[src/design/dda_pkg.sv]
// Shared types and constants of the dotted DDA line rasterizer.
package dda_pkg;

   // Coordinate width and fixed-point format.
   localparam int COORD_BITS = 8;
   localparam int FRAC_BITS  = 16;
   localparam int DOT_PERIOD = 5;

   // Derived widths.
   localparam int DIFF_W    = COORD_BITS + 1;
   localparam int DVD_W     = COORD_BITS + FRAC_BITS;
   localparam int QUO_W     = FRAC_BITS + 1;
   localparam int INC_W     = FRAC_BITS + 2;
   localparam int POS_W     = COORD_BITS + FRAC_BITS + 1;
   localparam int DIV_CNT_W = $clog2(DVD_W);
   localparam int PHASE_W   = $clog2(DOT_PERIOD);

   // Stream word widths, padded to whole bytes.
   localparam int REQ_W = ((4 * COORD_BITS + 7) / 8) * 8;
   localparam int RSP_W = ((2 * COORD_BITS + 7) / 8) * 8;

   // Line queue depth.
   localparam int FIFO_DEPTH = 2;
   localparam int FIFO_PTR_W = $clog2(FIFO_DEPTH);
   localparam int FIFO_CNT_W = $clog2(FIFO_DEPTH + 1);

   // Front-end sequencer states.
   typedef enum logic [1:0] {
      FRONT_IDLE,
      FRONT_DIV,
      FRONT_PUSH
   } front_state_type;

   // One classified line, ready to be walked.
   typedef struct packed {
      logic signed [COORD_BITS-1:0] start_x;
      logic signed [COORD_BITS-1:0] start_y;
      logic signed [INC_W-1:0]      inc_x;
      logic signed [INC_W-1:0]      inc_y;
      logic [COORD_BITS-1:0]        steps;
   } line_type;

   // Queue handshake between front and back.
   typedef struct packed {
      logic push;
      logic pop;
   } fifo_ctrl_type;

   typedef struct packed {
      logic full;
      logic empty;
   } fifo_stat_type;

endpackage

[src/design/dda_front.sv]
// Front end: accepts a line, finds the step count and divides out the increments.
module dda_front (
   input  logic                        clock,
   input  logic                        reset,
   input  logic                        req_tvalid,
   output logic                        req_tready,
   input  logic [dda_pkg::REQ_W-1:0]   req_tdata,
   input  logic                        fifo_full,
   output logic                        fifo_push,
   output dda_pkg::line_type           line_out
);

   localparam int CB = dda_pkg::COORD_BITS;

   dda_pkg::front_state_type state_ff, state_in;

   logic signed [CB-1:0]            sx_ff, sx_in, sy_ff, sy_in;
   logic [CB-1:0]                   steps_ff, steps_in;
   logic                            negx_ff, negx_in, negy_ff, negy_in;
   logic [dda_pkg::DVD_W-1:0]       dvdx_ff, dvdx_in, dvdy_ff, dvdy_in;
   logic [CB-1:0]                   remx_ff, remx_in, remy_ff, remy_in;
   logic [dda_pkg::QUO_W-1:0]       qx_ff, qx_in, qy_ff, qy_in;
   logic [dda_pkg::DIV_CNT_W-1:0]   cnt_ff, cnt_in;

   // Field unpacking and step count of the incoming word.
   logic signed [CB-1:0]                req_sx, req_sy, req_ex, req_ey;
   logic signed [dda_pkg::DIFF_W-1:0]   dx, dy;
   logic [CB-1:0]                       magx, magy, steps_w;
   logic [CB:0]                         trialx, trialy, diffx, diffy;
   logic                                gex, gey;
   logic [dda_pkg::INC_W-1:0]           qx_ext, qy_ext;

   assign req_sx = req_tdata[CB-1:0];
   assign req_sy = req_tdata[2*CB-1:CB];
   assign req_ex = req_tdata[3*CB-1:2*CB];
   assign req_ey = req_tdata[4*CB-1:3*CB];

   assign dx = dda_pkg::DIFF_W'(req_ex) - dda_pkg::DIFF_W'(req_sx);
   assign dy = dda_pkg::DIFF_W'(req_ey) - dda_pkg::DIFF_W'(req_sy);
   assign magx = dx[CB] ? CB'(-dx) : CB'(dx);
   assign magy = dy[CB] ? CB'(-dy) : CB'(dy);
   assign steps_w = (magx > magy) ? magx : magy;

   // One restoring division bit per cycle for each axis.
   assign trialx = {remx_ff, dvdx_ff[dda_pkg::DVD_W-1]};
   assign trialy = {remy_ff, dvdy_ff[dda_pkg::DVD_W-1]};
   assign diffx  = trialx - {1'b0, steps_ff};
   assign diffy  = trialy - {1'b0, steps_ff};
   assign gex    = trialx >= {1'b0, steps_ff};
   assign gey    = trialy >= {1'b0, steps_ff};

   // Signed increments from the quotient magnitudes.
   assign qx_ext = {1'b0, qx_ff};
   assign qy_ext = {1'b0, qy_ff};
   assign line_out.start_x = sx_ff;
   assign line_out.start_y = sy_ff;
   assign line_out.inc_x   = negx_ff ? -qx_ext : qx_ext;
   assign line_out.inc_y   = negy_ff ? -qy_ext : qy_ext;
   assign line_out.steps   = steps_ff;

   // Sequencer: take a line, divide, hand it to the queue.
   always_comb begin
      state_in   = state_ff;
      sx_in      = sx_ff;
      sy_in      = sy_ff;
      steps_in   = steps_ff;
      negx_in    = negx_ff;
      negy_in    = negy_ff;
      dvdx_in    = dvdx_ff;
      dvdy_in    = dvdy_ff;
      remx_in    = remx_ff;
      remy_in    = remy_ff;
      qx_in      = qx_ff;
      qy_in      = qy_ff;
      cnt_in     = cnt_ff;
      req_tready = 1'b0;
      fifo_push  = 1'b0;
      unique case (state_ff)
         dda_pkg::FRONT_IDLE: begin
            req_tready = 1'b1;
            if (req_tvalid) begin
               sx_in    = req_sx;
               sy_in    = req_sy;
               steps_in = steps_w;
               negx_in  = dx[CB];
               negy_in  = dy[CB];
               dvdx_in  = {magx, {dda_pkg::FRAC_BITS{1'b0}}};
               dvdy_in  = {magy, {dda_pkg::FRAC_BITS{1'b0}}};
               remx_in  = '0;
               remy_in  = '0;
               qx_in    = '0;
               qy_in    = '0;
               cnt_in   = dda_pkg::DIV_CNT_W'(dda_pkg::DVD_W - 1);
               // Lines shorter than one dot period produce nothing.
               if (steps_w >= CB'(dda_pkg::DOT_PERIOD)) begin
                  state_in = dda_pkg::FRONT_DIV;
               end
            end
         end
         dda_pkg::FRONT_DIV: begin
            dvdx_in = {dvdx_ff[dda_pkg::DVD_W-2:0], 1'b0};
            dvdy_in = {dvdy_ff[dda_pkg::DVD_W-2:0], 1'b0};
            remx_in = gex ? diffx[CB-1:0] : trialx[CB-1:0];
            remy_in = gey ? diffy[CB-1:0] : trialy[CB-1:0];
            qx_in   = {qx_ff[dda_pkg::QUO_W-2:0], gex};
            qy_in   = {qy_ff[dda_pkg::QUO_W-2:0], gey};
            cnt_in  = cnt_ff - 1'b1;
            if (cnt_ff == '0) begin
               state_in = dda_pkg::FRONT_PUSH;
            end
         end
         dda_pkg::FRONT_PUSH: begin
            if (!fifo_full) begin
               fifo_push = 1'b1;
               state_in  = dda_pkg::FRONT_IDLE;
            end
         end
         default: begin
            state_in = dda_pkg::FRONT_IDLE;
         end
      endcase
   end

   // State register.
   always_ff @(posedge clock) begin
      if (reset) begin
         state_ff <= dda_pkg::FRONT_IDLE;
      end else begin
         state_ff <= state_in;
      end
   end

   // Working registers of the divider.
   always_ff @(posedge clock) begin
      sx_ff    <= sx_in;
      sy_ff    <= sy_in;
      steps_ff <= steps_in;
      negx_ff  <= negx_in;
      negy_ff  <= negy_in;
      dvdx_ff  <= dvdx_in;
      dvdy_ff  <= dvdy_in;
      remx_ff  <= remx_in;
      remy_ff  <= remy_in;
      qx_ff    <= qx_in;
      qy_ff    <= qy_in;
      cnt_ff   <= cnt_in;
   end

endmodule

[src/design/dda_fifo.sv]
// Short queue of classified lines between the front and back ends.
module dda_fifo (
   input  logic                   clock,
   input  logic                   reset,
   input  dda_pkg::fifo_ctrl_type ctrl,
   output dda_pkg::fifo_stat_type stat,
   input  dda_pkg::line_type      wr_line,
   output dda_pkg::line_type      rd_line
);

   dda_pkg::line_type                entry_ff [dda_pkg::FIFO_DEPTH];
   logic [dda_pkg::FIFO_PTR_W-1:0]   wr_ptr_ff, wr_ptr_in, rd_ptr_ff, rd_ptr_in;
   logic [dda_pkg::FIFO_CNT_W-1:0]   count_ff, count_in;
   logic                             do_push, do_pop;

   assign stat.full  = count_ff == dda_pkg::FIFO_CNT_W'(dda_pkg::FIFO_DEPTH);
   assign stat.empty = count_ff == '0;
   assign do_push    = ctrl.push && !stat.full;
   assign do_pop     = ctrl.pop && !stat.empty;
   assign rd_line    = entry_ff[rd_ptr_ff];

   // Pointer and occupancy update.
   always_comb begin
      wr_ptr_in = do_push ? wr_ptr_ff + 1'b1 : wr_ptr_ff;
      rd_ptr_in = do_pop ? rd_ptr_ff + 1'b1 : rd_ptr_ff;
      count_in  = count_ff;
      if (do_push && !do_pop) begin
         count_in = count_ff + 1'b1;
      end else if (do_pop && !do_push) begin
         count_in = count_ff - 1'b1;
      end
   end

   always_ff @(posedge clock) begin
      if (reset) begin
         wr_ptr_ff <= '0;
         rd_ptr_ff <= '0;
         count_ff  <= '0;
      end else begin
         wr_ptr_ff <= wr_ptr_in;
         rd_ptr_ff <= rd_ptr_in;
         count_ff  <= count_in;
      end
   end

   // Entry storage.
   always_ff @(posedge clock) begin
      if (do_push) begin
         entry_ff[wr_ptr_ff] <= wr_line;
      end
   end

endmodule

[src/design/dda_back.sv]
// Back end: one step per cycle unless stalled; emits every fifth dot.
module dda_back (
   input  logic                              clock,
   input  logic                              reset,
   input  logic                              fifo_empty,
   output logic                              fifo_pop,
   input  dda_pkg::line_type                 line_in,
   output logic                              rsp_tvalid,
   input  logic                              rsp_tready,
   output logic [dda_pkg::COORD_BITS-1:0]    dot_x,
   output logic [dda_pkg::COORD_BITS-1:0]    dot_y,
   output logic                              rsp_tlast
);

   localparam int CB = dda_pkg::COORD_BITS;
   localparam int PW = dda_pkg::POS_W;
   localparam int FB = dda_pkg::FRAC_BITS;

   logic                          busy_ff, busy_in;
   logic signed [PW-1:0]          posx_ff, posx_in, posy_ff, posy_in;
   logic signed [PW-1:0]          incx_ff, incx_in, incy_ff, incy_in;
   logic [CB-1:0]                 rem_ff, rem_in;
   logic [dda_pkg::PHASE_W-1:0]   phase_ff, phase_in;
   logic                          out_valid_ff, out_valid_in;
   logic [CB-1:0]                 out_x_ff, out_x_in, out_y_ff, out_y_in;
   logic                          out_last_ff, out_last_in;

   logic                          emit, advance;
   logic signed [PW-1:0]          halfx, halfy, roundx, roundy;

   // Round half up, then truncate toward zero.
   assign halfx  = posx_ff + PW'(1 << (FB - 1));
   assign halfy  = posy_ff + PW'(1 << (FB - 1));
   assign roundx = halfx[PW-1] ? (halfx + PW'((1 << FB) - 1)) >>> FB : halfx >>> FB;
   assign roundy = halfy[PW-1] ? (halfy + PW'((1 << FB) - 1)) >>> FB : halfy >>> FB;

   // A dot step waits while the previous dot is still held.
   assign emit    = busy_ff && (phase_ff == dda_pkg::PHASE_W'(dda_pkg::DOT_PERIOD - 1));
   assign advance = busy_ff && !(emit && out_valid_ff && !rsp_tready);
   assign fifo_pop = !busy_ff && !fifo_empty;

   assign rsp_tvalid = out_valid_ff;
   assign dot_x      = out_x_ff;
   assign dot_y      = out_y_ff;
   assign rsp_tlast  = out_last_ff;

   // Step walker and output word register.
   always_comb begin
      busy_in      = busy_ff;
      posx_in      = posx_ff;
      posy_in      = posy_ff;
      incx_in      = incx_ff;
      incy_in      = incy_ff;
      rem_in       = rem_ff;
      phase_in     = phase_ff;
      out_valid_in = out_valid_ff && !rsp_tready;
      out_x_in     = out_x_ff;
      out_y_in     = out_y_ff;
      out_last_in  = out_last_ff;
      if (fifo_pop) begin
         busy_in  = 1'b1;
         posx_in  = PW'(line_in.start_x) <<< FB;
         posy_in  = PW'(line_in.start_y) <<< FB;
         incx_in  = PW'(line_in.inc_x);
         incy_in  = PW'(line_in.inc_y);
         rem_in   = line_in.steps - 1'b1;
         phase_in = '0;
      end else if (advance) begin
         if (emit) begin
            out_valid_in = 1'b1;
            out_x_in     = roundx[CB-1:0];
            out_y_in     = roundy[CB-1:0];
            out_last_in  = rem_ff < CB'(dda_pkg::DOT_PERIOD);
            phase_in     = '0;
         end else begin
            phase_in = phase_ff + 1'b1;
         end
         posx_in = posx_ff + incx_ff;
         posy_in = posy_ff + incy_ff;
         rem_in  = rem_ff - 1'b1;
         if (rem_ff == '0) begin
            busy_in = 1'b0;
         end
      end
   end

   always_ff @(posedge clock) begin
      if (reset) begin
         busy_ff      <= 1'b0;
         out_valid_ff <= 1'b0;
      end else begin
         busy_ff      <= busy_in;
         out_valid_ff <= out_valid_in;
      end
   end

   always_ff @(posedge clock) begin
      posx_ff     <= posx_in;
      posy_ff     <= posy_in;
      incx_ff     <= incx_in;
      incy_ff     <= incy_in;
      rem_ff      <= rem_in;
      phase_ff    <= phase_in;
      out_x_ff    <= out_x_in;
      out_y_ff    <= out_y_in;
      out_last_ff <= out_last_in;
   end

endmodule

[src/design/dotted_dda_line_rasterizer_core.sv]
// Top level of the dotted DDA line rasterizer.
//
// The req channel takes one word per line: start_x, start_y, end_x, end_y,
// each a two's complement coordinate. The rsp channel returns one word per
// emitted dot: pixel_x and pixel_y in tdata, and tlast high on the last dot
// of the line. A line of n steps (the larger of the x and y distances) gives
// floor(n / 5) dots; lines shorter than five steps give no word at all.
// The front end divides both increments with a restoring divider;
// req_tready is low during the division and until the line enters a
// two-entry queue. The back end walks one step per cycle while no due
// dot waits on a held one. The front end divides the next line while
// the back end walks the current one. A stall on rsp holds the current
// dot; the walker keeps stepping until the next dot is due and then
// waits. Reset clears the queue, the walker and the output register; no
// word is pending after reset.
module dotted_dda_line_rasterizer_core (
   input  logic                          clock,
   input  logic                          reset,
   input  logic                          req_tvalid,
   output logic                          req_tready,
   // Fields from bit 0: start_x, start_y, end_x, end_y.
   input  logic [dda_pkg::REQ_W-1:0]     req_tdata,
   output logic                          rsp_tvalid,
   input  logic                          rsp_tready,
   // Fields from bit 0: pixel_x, pixel_y.
   output logic [dda_pkg::RSP_W-1:0]     rsp_tdata,
   output logic                          rsp_tlast
);

   dda_pkg::fifo_ctrl_type                fifo_ctrl;
   dda_pkg::fifo_stat_type                fifo_stat;
   dda_pkg::line_type                     front_line, back_line;
   logic [dda_pkg::COORD_BITS-1:0]        dot_x, dot_y;
   logic                                  fifo_push, fifo_pop;

   dda_front u_front (
      .clock      (clock),
      .reset      (reset),
      .req_tvalid (req_tvalid),
      .req_tready (req_tready),
      .req_tdata  (req_tdata),
      .fifo_full  (fifo_stat.full),
      .fifo_push  (fifo_push),
      .line_out   (front_line)
   );

   // Queue controls from both ends.
   assign fifo_ctrl = '{push: fifo_push, pop: fifo_pop};

   dda_fifo u_fifo (
      .clock   (clock),
      .reset   (reset),
      .ctrl    (fifo_ctrl),
      .stat    (fifo_stat),
      .wr_line (front_line),
      .rd_line (back_line)
   );

   dda_back u_back (
      .clock      (clock),
      .reset      (reset),
      .fifo_empty (fifo_stat.empty),
      .fifo_pop   (fifo_pop),
      .line_in    (back_line),
      .rsp_tvalid (rsp_tvalid),
      .rsp_tready (rsp_tready),
      .dot_x      (dot_x),
      .dot_y      (dot_y),
      .rsp_tlast  (rsp_tlast)
   );

   // Pack the dot word, zero padded to whole bytes.
   assign rsp_tdata = dda_pkg::RSP_W'({dot_y, dot_x});

endmodule

[config.mk]
export PLATFORM = sky130hd
export DESIGN_NAME = dotted_dda_line_rasterizer_core
export DESIGN_NICKNAME = d
export VERILOG_FILES = /design/src/design/dda_pkg.sv /design/src/design/dda_front.sv /design/src/design/dda_fifo.sv /design/src/design/dda_back.sv /design/src/design/dotted_dda_line_rasterizer_core.sv
export SDC_FILE = /design/constraint.sdc
export NUM_CORES = 1
export LEC_CHECK = 0
export BUFFER_PORTS_ARGS = -buffer_cell sky130_fd_sc_hd__buf_2
export CORE_MARGIN = 10
export CORE_UTILIZATION = 63
export CTS_CLUSTER_SIZE = 10
export DETAILED_ROUTE_END_ITERATION = 7
export PLACE_DENSITY_LB_ADDON = 0.3
export SYNTH_ARGS = -nofsm -noshare
export SYNTH_HDL_FRONTEND = slang
export SYNTH_HIERARCHICAL = 1
export SYNTH_SLANG_ARGS = --single-unit
[constraint.sdc]
create_clock -name clock -period 7.2 [get_ports clock]
set_clock_uncertainty 0.2 [all_clocks]
set_input_delay 2.16 -clock clock [delete_from_list [all_inputs] [get_ports clock]]
set_output_delay 2.16 -clock clock [all_outputs]
set_load 0.02 [all_outputs]
## Word-level counts from Yosys, hierarchy flattened

Memory sizes are Yosys's and may differ from the RTL's. A register that Yosys moved wholly into a read port is not among the register bits.
Index checks and enable logic that the tools add are counted.

| cells by class | value |
|---|---|
| reductions and logical operators | 30 |
| shift operators | 0 |
| magnitude comparators | 5 |
| bitwise logic cells | 1 |
| multiply operators | 0 |
| $add $sub $neg | 22 |
| div/mod/pow operators | 0 |
| eq/ne operators | 8 |
| multiplexer cells | 48 |

Operators by type and width:

| cell | number |
|---|---|
| 25-bit 2-to-1 mux | 4 |
| 24-bit one-hot mux with 2 select lines | 2 |
| 8-bit 2-to-1 mux | 10 |
| 17-bit one-hot mux with 2 select lines | 2 |
| 25-bit by 17-bit adder with 25-bit output, second input constant | 2 |
| 25-bit by 18-bit adder with 25-bit output | 2 |
| 24-bit by 17-bit adder with 24-bit output, second input constant | 2 |
| 24-bit 2-to-1 mux | 2 |
| 18-bit 2-to-1 mux | 2 |
| 17-bit negator with 18-bit output | 2 |
| 8-bit one-hot mux with 2 select lines | 2 |
| 9-bit by 8-bit greater-or-equal comparator with 1-bit output | 2 |
| 8-bit by 8-bit subtractor with 9-bit output | 2 |
| 17-bit 2-to-1 mux | 1 |
| 8-bit negator | 2 |
| 8-bit by 1-bit subtractor with 8-bit output, second input constant | 2 |
| 8-bit subtractor | 2 |
| 1-bit 2-to-1 mux | 13 |
| 2-bit 2-to-1 mux | 6 |
| 1-bit logical AND | 10 |
| 5-bit one-hot mux with 2 select lines | 1 |
| 8-bit by 3-bit greater-or-equal comparator with 1-bit output, second input constant | 1 |
| 8-bit greater-than comparator | 1 |
| 8-bit logical NOT | 1 |
| 22 further kinds | 38 |

| storage, ports and cells | value |
|---|---|
| memory bits (read-only) | 0 |
| word-level logic and storage cells | 144 |
| memories kept | 1 |
| latch bits | 0 |
| input port bits | 36 |
| bits in writable memories | 120 |
| flip-flop bits (word level) | 251 |
| output and inout bits | 19 |

Memory list:

| memory | words | width | rd ports | clocked after memory_dff | wr ports | line | source |
|---|---|---|---|---|---|---|---|
| u_fifo.entry_ff | 2 | 60 | 1 | 1 | 1 | dda_fifo.sv:11 | `dda_pkg::line_type entry_ff [dda_pkg::FIFO_DEPTH];` |

## Depth between registers and ports, before layout

Gate-level depths: netlist (run 1).

| depth | value |
|---|---|
| word-level depth | 9 |
| gate-level depth with buffers | 19 |
| depth with buffers taken out | 18 |

## Cells and area by module

Netlist (run 1), hierarchy kept.

By module, submodules not included:

| module | area an instance (um^2) | sequential area each (um^2) | times used | cells an instance |
|---|---|---|---|---|
| dda_back | 7297.0 | 3113.0 | 1 | 749 |
| dda_front | 6681.4 | 2952.8 | 1 | 674 |
| dda_fifo | 4531.8 | 3703.6 | 1 | 212 |

## Worst setup path before layout (run 1)

Ideal clock, no wire load.

| timing path | value |
|---|---|
| path kind | input to register |
| start | in req_tdata[16] in the netlist's numbering |
| end | reg u_front.state_ff[0] |
| slack | 1.131 ns |
| data required time | 6.875 ns |
| cell stages on the path | 19 |
| library setup time | 0.125 ns |
| arrival | 5.744 ns |
| buffers on the path | 1 |
| path through | inv_1 > ha_1 > fa_1 > nor2b_1 > o22ai_2 > xnor2_1 > or2_1 > o41ai_2 > xor2_1 > inv_1 > ha_1 > a21oi_1 > o21ai_0 > o22ai_1 > clkbuf_1 > nand3_1 > o211ai_1 > nand2_1 > o41a_1 |

| on the way | value |
|---|---|
| longest elaborated chain between the ends | 8 |

Ends and longest elaborated chain:

| item | line | source |
|---|---|---|
| start: declaration | dotted_dda_line_rasterizer_core.sv:22 | `input logic [dda_pkg::REQ_W-1:0] req_tdata,` |
| 8-bit by 8-bit subtractor with 9-bit output * | dda_front.sv:38 | `assign dx = dda_pkg::DIFF_W'(req_ex) - dda_pkg::DIFF_W'(req_sx);` |
| 8-bit negator | dda_front.sv:40 | `assign magx = dx[CB] ? CB'(-dx) : CB'(dx);` |
| 8-bit 2-to-1 mux * | dda_front.sv:40 |  |
| 8-bit greater-than comparator | dda_front.sv:42 | `assign steps_w = (magx > magy) ? magx : magy;` |
| 8-bit 2-to-1 mux * | dda_front.sv:42 |  |
| 8-bit by 3-bit greater-or-equal comparator with 1-bit output * | dda_front.sv:95 | `if (steps_w >= CB'(dda_pkg::DOT_PERIOD)) begin` |
| 2-bit by 1-bit != test with 1-bit output (no source line) * | n/a |  |
| 4-bit AND reduction (no source line) * | n/a |  |
| end signal: assignment | dda_front.sv:127 | `state_ff <= dda_pkg::FRONT_IDLE;` |
| end signal: assignment | dda_front.sv:129 | `state_ff <= state_in;` |
| end: declaration | dda_front.sv:15 | `dda_pkg::front_state_type state_ff, state_in;` |

Mark *: on every way between the ends. The rest lies on a longest branch, timed or not.
A chain may end at the register's enable or synchronous reset.

## Final worst setup path (run 1)

| timing path | value |
|---|---|
| start | in req_tdata[8] in the netlist's numbering |
| end | reg u_front.state_ff[0] |

| on the way | value |
|---|---|
| longest elaborated chain between the ends | 8 |

Ends and longest elaborated chain:

| item | line | source |
|---|---|---|
| 8-bit by 8-bit subtractor with 9-bit output * | dda_front.sv:39 | `assign dy = dda_pkg::DIFF_W'(req_ey) - dda_pkg::DIFF_W'(req_sy);` |
| 8-bit negator | dda_front.sv:41 | `assign magy = dy[CB] ? CB'(-dy) : CB'(dy);` |
| 8-bit 2-to-1 mux * | dda_front.sv:41 |  |
| 8-bit greater-than comparator | dda_front.sv:42 |  |
| 8-bit 2-to-1 mux * | dda_front.sv:42 |  |
| named net u_front.steps_w[2] | dda_front.sv:28 | `logic [CB-1:0] magx, magy, steps_w;` |
| 8-bit by 3-bit greater-or-equal comparator with 1-bit output * | dda_front.sv:95 |  |
| 2-bit by 1-bit != test with 1-bit output (no source line) * | n/a |  |
| 4-bit AND reduction (no source line) * | n/a |  |

Mark *: on every way through the listed nets, which the timed path passes. The rest lies on a longest branch.

==> flow_summary_export.csv, run 1 <==
group,metric,value,unit
run_status,outcome,"complete, no violations",
die,die_area,0.0366,mm^2
job,drv_cap,0,
detailed_routing,post-route-drc-count,0,
sta,worst_slew_pin_slew,1.15,ns
min_path,hold_path_end,"u_fifo/entry_ff[1][55]",
yosys,synth_top_area_frac,0.480,
yosys,synth-main-ff-cell,"edfxtp_1",
placed_design,dp_hpwl,26500,um
detailed_routing,vias,12800,
yosys,syn_inst,1635,
grt,grt_use_total,0.207,
yosys,netlist_area,0.0185,mm^2
finish,syn2layout_area_growth,9.56,%
placed_design,dp_cells,2027,
clock_tree,clkSlewWorstSetupHoldPaths,0.06,ns
clock_tree,hold_buffers,0,
placed_design,io_buffer_count,54,
placed_design,place_congestion,0.909,
finish,final_area,0.0203,mm^2
yosys,synth-async-reset-ratio,0,
grt,antenna_found_initial,0,
die,start_util,0.641,
detailed_routing,firstDrtPassIters,5,
finish,post-route-util,0.703,
min_path,worst_hold_path.num_cells,0,
sta,hold_viol,0,
power_and_ir_drop,leakage,7.64,nW
sta,tns,0,ns
sta,slew-limit-headroom,0.231,
die,die_w,191,um
yosys,synth_edf_count,296,
critical_path,cp-start-kind,"input pin",
min_path,hold_start,"u_front/sx_ff[3]",
power_and_ir_drop,vdd_ir_drop_max,0.220,mV
die,die_h,191,um
grt,grt_util_met2,0.349,
clock_tree,h-tree-depth,2,
detailed_routing,wire_per_inst,18.3,um
min_path,hold_class,"register to register",
grt,met1_usage,0.276,
yosys,yosysWarnings,6,
critical_path,rr_endpoint,"u_front/remx_ff[1]",
yosys,synthDistinctLibCells,88,
clock_tree,clock_path_buffers,3,
clock_tree,cts.sinks,340,
detailed_routing,detail-route-antenna-nets,0,
critical_path,timing.rr.start,"u_front/steps_ff[1]",
grt,use_met3,0.0306,
detailed_routing,first_iter_violations,1000,
sta,period_share,0.799,
critical_path,cp.arrival,5.94,ns
grt,gr-total-overflow,0,
die,io_pins,55,
critical_path,required,7.39,ns
die,rows,62,
critical_path,reg2regPathDepth,10,
power_and_ir_drop,power-per-cell-area,325,mW/mm^2
grt,first_global_vias,12300,
yosys,synth_area_per_cell,11.3,um^2
sta,finalCriticalPeriod,5.75,ns
critical_path,crit_path_end_kind,"register",
clock_tree,cts_tree,"yes",
clock_tree,cts_buffers,40,
grt,grt_pass1_wl,62200,um
sta,report.final.slew_viol_count,0,
sta,fmax,174,MHz
clock_tree,ctsResizeCount,0,
die,core,0.0289,mm^2
finish,fin_cells,2099,
sta,rsz0062_at_grt,"no",
finish,layout.nets,1831,
detailed_routing,vias_per_cell,6.08,
detailed_routing,wirelength,38400,um
clock_tree,post_cts_buffers,0,
clock_tree,clkLatencyLatePin,0.51,ns
yosys,synth-seq-cells,340,
finish,n_antenna_cell,0,
yosys,synth_nets,1781,
placed_design,place_area,0.0191,mm^2
finish,drive_gt1_frac,0.122,
yosys,synth.top_cells.by_area,"edfxtp_1 48%, ha_1 7.0%, dfxtp_1 4.8%, mux2_2 3.7%, xnor2_1 3.5%",
yosys,yosysTopAreaCell,"edfxtp_1",
sta,setup_viol,0,
critical_path,rrSetupSlack,3.71,ns
yosys,synthTopCellsByCount,"296 x edfxtp_1, 108 x nand2_1, 107 x o21ai_0",
yosys,yosysSeqAreaShare,0.528,
grt,top_usage_layer,"met2",
clock_tree,cts-root-buf,"clkbuf_16",
critical_path,worstSetupPathType,"input pin to register",
grt,grt_max_degree,82,
critical_path,critPathMaxFanout,3,
yosys,synth_most_common_cell,"edfxtp_1",
routing by layer:
metal,wire length [um],up-vias
met5,0,-
met4,638,0
met3,2160,59
met2,18600,382
met1,17000,6131
li1,-,6187
registers in the layout (all words and copies together) (netlist names), 5 cells and up, named ones only:
name	count
u_back/dot_y	8
u_front/steps_ff	8
u_front/qx_ff	17
u_front/remy_ff	8
u_front/sy_ff	8
u_front/dvdy_ff	8
u_back/dot_x	8
u_back/incx_ff	18
u_back/incy_ff	18
u_fifo/entry_ff	120
u_front/dvdx_ff	8
u_back/posy_ff	25
u_front/remx_ff	8
u_back/rem_ff	8
u_front/qy_ff	17
u_front/sx_ff	8
u_back/posx_ff	25
u_front/cnt_ff	5
area by class of cell:
| class | instances | area [um^2] |
|---|---|---|
| Fill cell | 2021 | 8580 |
| Sequential cell | 340 | 9770 |
| Timing Repair Buffer | 64 | 345 |
| Inverter | 78 | 293 |
| Clock buffer | 72 | 1160 |
| Tap cell | 384 | 480 |
| Multi-Input combinational cell | 1161 | 8230 |
report_power, final:
| part | switching (mW) | internal (mW) | total, mW |
|---|---|---|---|
| registers | 0.220 | 2.51 | 2.73 |
| logic | 1.22 | 0.836 | 2.06 |
| clock network | 0.733 | 1.08 | 1.81 |
logic make-up (layout without fill, tap and decap cells):
logic type,count (synthesis),count (layout),share of synthesized area
fa+ha+maj,110,110,0.0768
simple gates,463,463,0.126
compound gates,376,376,0.131
xor+xnor,129,129,0.0610
flops,340,340,0.528
buf+inv,134,214,0.0289
mux,83,83,0.0490
worst max-delay path, cell delays in order:
cell	delay (ns)
buf_2	0.11
ha_1	0.22
fa_1	0.45
nand2b_1	0.20
a21oi_1	0.32
nor4b_1	0.10
a211oi_1	0.34
a31oi_1	0.16
xnor2_1	0.32
ha_1	0.32
a21oi_1	0.12
o21ai_0	0.10
o22ai_1	0.17
mux2_2	0.38
o211ai_1	0.09
nand2_1	0.08
o41a_1	0.30
metrics by stage:
stage | setup slack (ns) | total power [mW] | hold slack (ns)
after floorplan | 1.13 | 4.30 | 0.221
after global placement | 1.04 | 4.69 | 0.224
after detailed placement | 0.942 | 4.78 | 0.243
after CTS | 1.49 | 6.60 | 0.245
after global routing | 1.20 | 6.98 | 0.272
final | 1.45 | 6.60 | 0.252
how the worst max path moves through the flow:
stage                                to           from  slack (ns)
finish              u_front/state_ff[0]   req_tdata[8]        1.45
global route        u_front/state_ff[0]   req_tdata[0]        1.20
global placement    u_front/state_ff[0]   req_tdata[0]        1.04
floorplan           u_front/state_ff[0]  req_tdata[16]        1.13
detailed placement  u_front/state_ff[0]   req_tdata[0]        0.94
CTS                 u_front/state_ff[0]   req_tdata[0]        1.49
cell usage in the layout (no fill, tap or decap), types with 12 or more instances in the layout:
cell	synthesis	layout
nand3_1	77	77
clkbuf_1	37	29
nor4_1	12	12
nand2b_1	17	16
o21ai_0	107	107
mux2i_1	22	22
ha_1	104	104
a211o_1	14	14
a21o_1	29	29
clkbuf_16	0	41
mux2_2	61	61
nand4_1	18	18
nor3_1	35	35
xnor2_1	74	74
nor2b_1	17	16
edfxtp_1	296	296
o31ai_1	16	16
dfxtp_1	44	43
inv_1	77	75
xor2_1	55	55
nor2_1	98	97
and2_1	33	32
a31oi_1	12	12
buf_2	13	54
nand2_1	108	107
a21oi_1	100	100
No activity file was read; power rests on OpenSTA's default activity.
==> run 2: changes to the inputs <==
Settings changed: CORE_UTILIZATION 63 to 57.
Clock period 7.2 ns to 4.9 ns, I/O delays scaled along.
==> run 2 against run 1 <==
  * Final cell count rose by 6.1%
  * Clock-buffer cell count is 9 lower
  * Utilization shrank 3.9 points
  * Combinational power increased by 58%
  * Critical path depth is 1 higher
  * Global-route usage down 1.6 points
  * Clock power up 51%
  * First-iteration DRC count is 3.2% higher
  * Register-to-register slack got worse by 2.3 ns
  * Worst setup slack got worse by 1.3 ns
  * Final area rose by 4.0%
  * Critical endpoint unchanged
==> flow_summary_export.csv, run 2 (same netlist as run 1, synthesis figures left out) <==
group,metric,value,unit
run_status,outcome,"complete, no violations",
placed_design,place_congestion,0.920,
finish,top_register,"u_fifo/entry_ff",
power_and_ir_drop,vdd_ir_drop_max,0.242,mV
detailed_routing,firstDrtPassIters,5,
critical_path,cp-start-kind,"input pin",
clock_tree,clkLatencyLatePin,0.52,ns
detailed_routing,vias_per_cell,5.87,
die,rows,65,
sta,hold_viol,0,
grt,grt_max_degree,82,
sta,rsz0062_at_grt,"yes",
clock_tree,cts.sinks,340,
sta,report.final.slew_viol_count,0,
grt,gr-total-overflow,0,
die,die_h,200,um
critical_path,worstSetupPathType,"input pin to register",
placed_design,place_area,0.0198,mm^2
finish,drive_gt1_frac,0.172,
job,drv_cap,0,
finish,largest_reg_flops,120,
detailed_routing,vias,13100,
detailed_routing,wirelength,39300,um
critical_path,cp.arrival,4.96,ns
critical_path,crit_chain,"buf_2 -> ha_4 -> fa_2 -> buf_4 -> xor2_2 -> nand3_1 -> or2_1 -> o41ai_2 -> xor2_1 -> inv_1 -> ha_4 -> nand4_1 -> a21oi_2 -> o22ai_2 -> buf_6 -> nor2_2 -> a22oi_1 -> o41a_1",
clock_tree,hold_buffers,0,
placed_design,dp_cells,2156,
die,io_pins,55,
clock_tree,h-tree-depth,2,
power_and_ir_drop,leakage,8.09,nW
power_and_ir_drop,power_frac_comb,0.327,
sta,slew-limit-headroom,0.278,
critical_path,crit_path_end_kind,"register",
grt,first_global_vias,13000,
finish,mostFrequentLayoutCell,"edfxtp_1",
sta,finalCriticalPeriod,4.76,ns
die,die_w,200,um
finish,final_area,0.0211,mm^2
detailed_routing,post-route-drc-count,0,
grt,grt_pass1_wl,64800,um
finish,fill_cells,2345,
detailed_routing,wire_per_inst,17.7,um
power_and_ir_drop,power-per-cell-area,473,mW/mm^2
power_and_ir_drop,p_switching,3.25,mW
detailed_routing,detail-route-antenna-nets,0,
critical_path,critPathMaxFanout,13,
sta,period_share,0.970,
critical_path,max_stage_delay,0.39,ns
clock_tree,cts_buffers,40,
die,core,0.0318,mm^2
finish,n_antenna_cell,0,
sta,fmax,210,MHz
power_and_ir_drop,power.share.clock,0.274,
power_and_ir_drop,swShare,0.326,
min_path,hold_class,"register to register",
critical_path,crit_path_frequent_cell,"ha_4",
placed_design,dp_hpwl,27300,um
grt,grt_use_total,0.191,
power_and_ir_drop,p_int,6.73,mW
placed_design,io_buffer_count,54,
critical_path,slowest_stage,"fa_2",
grt,antenna_found_initial,0,
finish,layout_common_cells,"296 x edfxtp_1, 107 x nand2_1, 106 x o21ai_0",
finish,syn2layout_area_growth,14.0,%
clock_tree,cts-root-buf,"clkbuf_16",
finish,fin_cells,2227,
clock_tree,clock_path_buffers,3,
die,start_util,0.582,
critical_path,required,5.10,ns
sta,whs,0.248,ns
sta,setup_viol,0,
power_and_ir_drop,power.share.sequential,0.400,
finish,top_regs,"u_fifo/entry_ff: 120 flops, u_back/posx_ff: 25 flops, u_back/posy_ff: 25 flops",
detailed_routing,first_iter_violations,1032,
finish,layout.nets,1915,
sta,worst_slew_pin_slew,1.08,ns
power_and_ir_drop,power,9.99,mW
clock_tree,cts_tree,"yes",
clock_tree,clkSlewWorstSetupHoldPaths,0.05,ns
die,die_area,0.0401,mm^2
-- run 2: changes by cell type in the layout (fill, tap and decap cells not counted), sizes merged --
cell,before,now
clkinv,0,1
buf,64,148
clkbuf,72,63
bufinv,0,1
-- run 2: timing repair --
action / 4_1_cts / 5_1_grt
buffers inserted: 0 / 6
gates resized for setup: 0 / 10
endpoints found under the setup margin: 0 / 3
-- run 2: per-stage QoR --
step / setup slack, ns / TNS [ns] / util
final: 0.145 / 0 / 0.663
after global routing: -0.0167 / -0.0167 / 0.663
after CTS: 0.150 / 0 / 0.660
after detailed placement: -0.385 / -1.19 / 0.623
after global placement: -0.281 / -0.647 / 0.623
after floorplan: -0.170 / -0.170 / -
-- run 2: layout make-up --
cell class	count	area [um^2]	area share
sequential	340	9770	0.463
multi-input combinational	1161	8300	0.393
clock buffer	63	1150	0.0545
timing repair buffer	148	992	0.0470
tap	435	544	0.0258
inverter	78	293	0.0139
clock inverter	2	46.3	0.00219
-- run 2: critical path: cells and delay by family --
kind,cells,cell delay [ns]
buf+inv,4,0.55
simple gates,4,0.63
xor+xnor,2,0.34
compound gates,5,1.12
fa+ha+maj,3,0.84
-- run 2: power by group through the flow --
stage                     logic (mW)  clock network, mW  registers (mW)
after floorplan                 2.41                  0            3.93
after global placement          3.04                  0            4.02
after detailed placement        3.15                  0            4.04
after CTS                       3.18               2.78            3.99
after global routing            3.64               2.88            4.04
final                           3.26               2.73            3.99
-- run 2: routing by layer --
layer / wire, um / part of all wire / track usage
met3: 1920 / 0.049 / 0.0282
met2: 19000 / 0.48 / 0.321
met1: 17400 / 0.44 / 0.245
met4: 1040 / 0.026 / 0.0695
met5: 0 / 0 / 0
-- run 2: worst paths after layout --
| path | startpoint | endpoint | slack [ns] | cells past startpoint |
|---|---|---|---|---|
| max | req_tdata[0] | u_front/state_ff[0] | 0.14 | 18 |
| min | u_front/sy_ff[2] | u_fifo/entry_ff[1][46] | 0.25 | 0 |
| max reg2reg | u_front/steps_ff[1] | u_front/remx_ff[1] | 1.45 | 10 |
| min reg2reg | u_front/sy_ff[2] | u_fifo/entry_ff[1][46] | 0.25 | 0 |
==> run 3: changes to the inputs <==
Settings changed: BUFFER_PORTS_ARGS -buffer_cell sky130_fd_sc_hd__buf_2 to not set, CAP_MARGIN set to 10, CORE_UTILIZATION 57 to 58, DONT_BUFFER_PORTS set to 1.
==> run 3 against run 2 <==
  * Utilization fell by 1.2 points
  * Highest routed layer unchanged
  * Final area is 2.5% lower
  * Clock-buffer cell count rose by 8
  * Global-route usage grew 0.39 points
  * Final cell count shrank 4.6%
  * Combinational power fell by 3%
  * Sequential cell count stayed put
  * Maximum frequency increased by 1.5%
  * Worst hold slack got worse by 0.0073 ns
==> flow_summary_export.csv, run 3 (same netlist as run 1, synthesis figures left out) <==
group,metric,value,unit
critical_path,critPathMaxFanout,13,
critical_path,max_stage_delay,0.39,ns
sta,report.final.slew_viol_count,0,
critical_path,worstSetupPathType,"input pin to register",
die,core,0.0316,mm^2
placed_design,dp_hpwl,27300,um
clock_tree,cts-root-buf,"clkbuf_16",
detailed_routing,post-route-drc-count,0,
placed_design,pre_cts_slack,-0.337,ns
clock_tree,clkLatencyLatePin,0.53,ns
finish,n_antenna_cell,0,
grt,grt_max_degree,49,
clock_tree,h-tree-depth,2,
grt,antenna_found_initial,0,
clock_tree,cts.sinks,340,
clock_tree,clkSlewWorstSetupHoldPaths,0.05,ns
critical_path,cp-start-kind,"input pin",
critical_path,crit_path_end_kind,"register",
sta,finalCriticalPeriod,4.69,ns
finish,top_regs,"u_fifo/entry_ff: 120 flops, u_back/posx_ff: 25 flops, u_back/posy_ff: 25 flops",
die,start_util,0.587,
detailed_routing,vias,12800,
grt,grt_pass1_wl,62700,um
sta,setup_ws,0.215,ns
finish,drive_gt1_frac,0.130,
critical_path,crit_chain,"inv_1 -> ha_1 -> fa_2 -> nor2b_4 -> o221ai_2 -> nand4b_1 -> nand3_2 -> o41ai_2 -> xor2_1 -> inv_1 -> ha_1 -> nand4_1 -> a21oi_1 -> o22ai_2 -> buf_4 -> nor2_1 -> a22oi_1 -> o41a_1",
critical_path,slowest_stage,"fa_2",
finish,largest_reg_flops,120,
grt,first_global_vias,12500,
job,drv_cap,0,
detailed_routing,vias_per_cell,6.02,
die,rows,65,
sta,setup_viol,0,
critical_path,critical_path_buf_inv_count,3,
sta,fmax,213,MHz
finish,layout.nets,1835,
power_and_ir_drop,vdd_ir_drop_max,0.299,mV
min_path,hold_class,"register to register",
sta,period_share,0.956,
finish,syn2layout_area_growth,11.1,%
die,die_w,199,um
power_and_ir_drop,leakage,7.76,nW
grt,gr-total-overflow,0,
critical_path,cp.arrival,4.90,ns
clock_tree,cts_tree,"yes",
clock_tree,cts_buffers,41,
sta,worst_slew_pin_slew,1.12,ns
finish,top_register,"u_fifo/entry_ff",
placed_design,io_buffer_count,0,
critical_path,critPathTopFamily,"compound AO/OA/AOI/OAI gates",
sta,slew-limit-headroom,0.250,
finish,mostFrequentLayoutCell,"edfxtp_1",
detailed_routing,wire_per_inst,18.0,um
grt,grt_use_total,0.194,
die,die_h,199,um
sta,rsz0062_at_grt,"no",
placed_design,place_congestion,0.898,
critical_path,required,5.12,ns
die,die_area,0.0395,mm^2
detailed_routing,first_iter_violations,1079,
detailed_routing,wirelength,38200,um
detailed_routing,firstDrtPassIters,5,
clock_tree,hold_buffers,0,
die,io_pins,55,
detailed_routing,detail-route-antenna-nets,0,
run_status,outcome,"complete, no violations",
clock_tree,clock_path_buffers,3,
finish,post-route-util,0.652,
power_and_ir_drop,power-per-cell-area,481,mW/mm^2
sta,hold_viol,0,
finish,layout_common_cells,"296 x edfxtp_1, 107 x o21ai_0, 107 x nand2_1",
run 3: changes by cell type in the layout (fill, tap and decap cells not counted), moves of 2 or more:
cell	change
a21oi_1	+2
a21oi_2	-2
buf_2	-54
buf_4	-26
clkbuf_1	+8
clkinv_2	+3
ha_1	+2
ha_4	-2
inv_6	+2
run 3: through the flow:
step / power, mW / TNS [ns] / instances / hold slack [ns] / cell area (um^2)
floorplan: 6.34 / -0.170 / 1635 / 0.221 / 18500
global placement: 7.03 / -0.302 / 2047 / 0.225 / 19300
detailed placement: 7.14 / -0.935 / 2047 / 0.234 / 19300
CTS: 9.93 / 0 / 2123 / 0.241 / 20600
global route: 10.5 / 0 / 2124 / 0.258 / 20600
finish: 9.90 / 0 / 2124 / 0.240 / 20600
run 3: timing repair:
item                       4_1_cts  5_1_grt
buffers inserted                 0        1
setup endpoints to repair        0        1
gates resized for setup          0        1
run 3: layout make-up:
cell class	count	area (um^2)
fill	2367	11000
sequential	340	9770
tap	402	503
inverter	78	293
multi-input combinational	1161	8260
timing repair buffer	67	515
clock inverter	5	32.5
clock buffer	71	1190
run 3: path summary, 6_finish.rpt:
kind / startpoint / to / slack, ns / cells past startpoint
worst max-delay path: req_tdata[16] / u_front/state_ff[0] / 0.21 / 18
worst min-delay path: u_front/sx_ff[5] / u_fifo/entry_ff[0][57] / 0.24 / 0
worst max register to register: u_fifo/count_ff[0] / u_fifo/count_ff[1] / 1.44 / 7
worst min register to register: u_front/sx_ff[5] / u_fifo/entry_ff[0][57] / 0.24 / 0
run 3: where the power goes:
group          switching (mW)  internal (mW)  total, mW
clock                    1.09           1.65       2.74
combinational            1.81           1.35       3.16
sequential              0.316           3.68       4.00
run 3: per-layer routing:
metal	vias up	routed length, um	share of wire	track usage
li1	6199	-	-	-
met3	89	1900	0.050	0.0314
met5	-	0	0	0
met1	6161	16800	0.44	0.251
met4	0	1070	0.028	0.0673
met2	342	18400	0.48	0.326
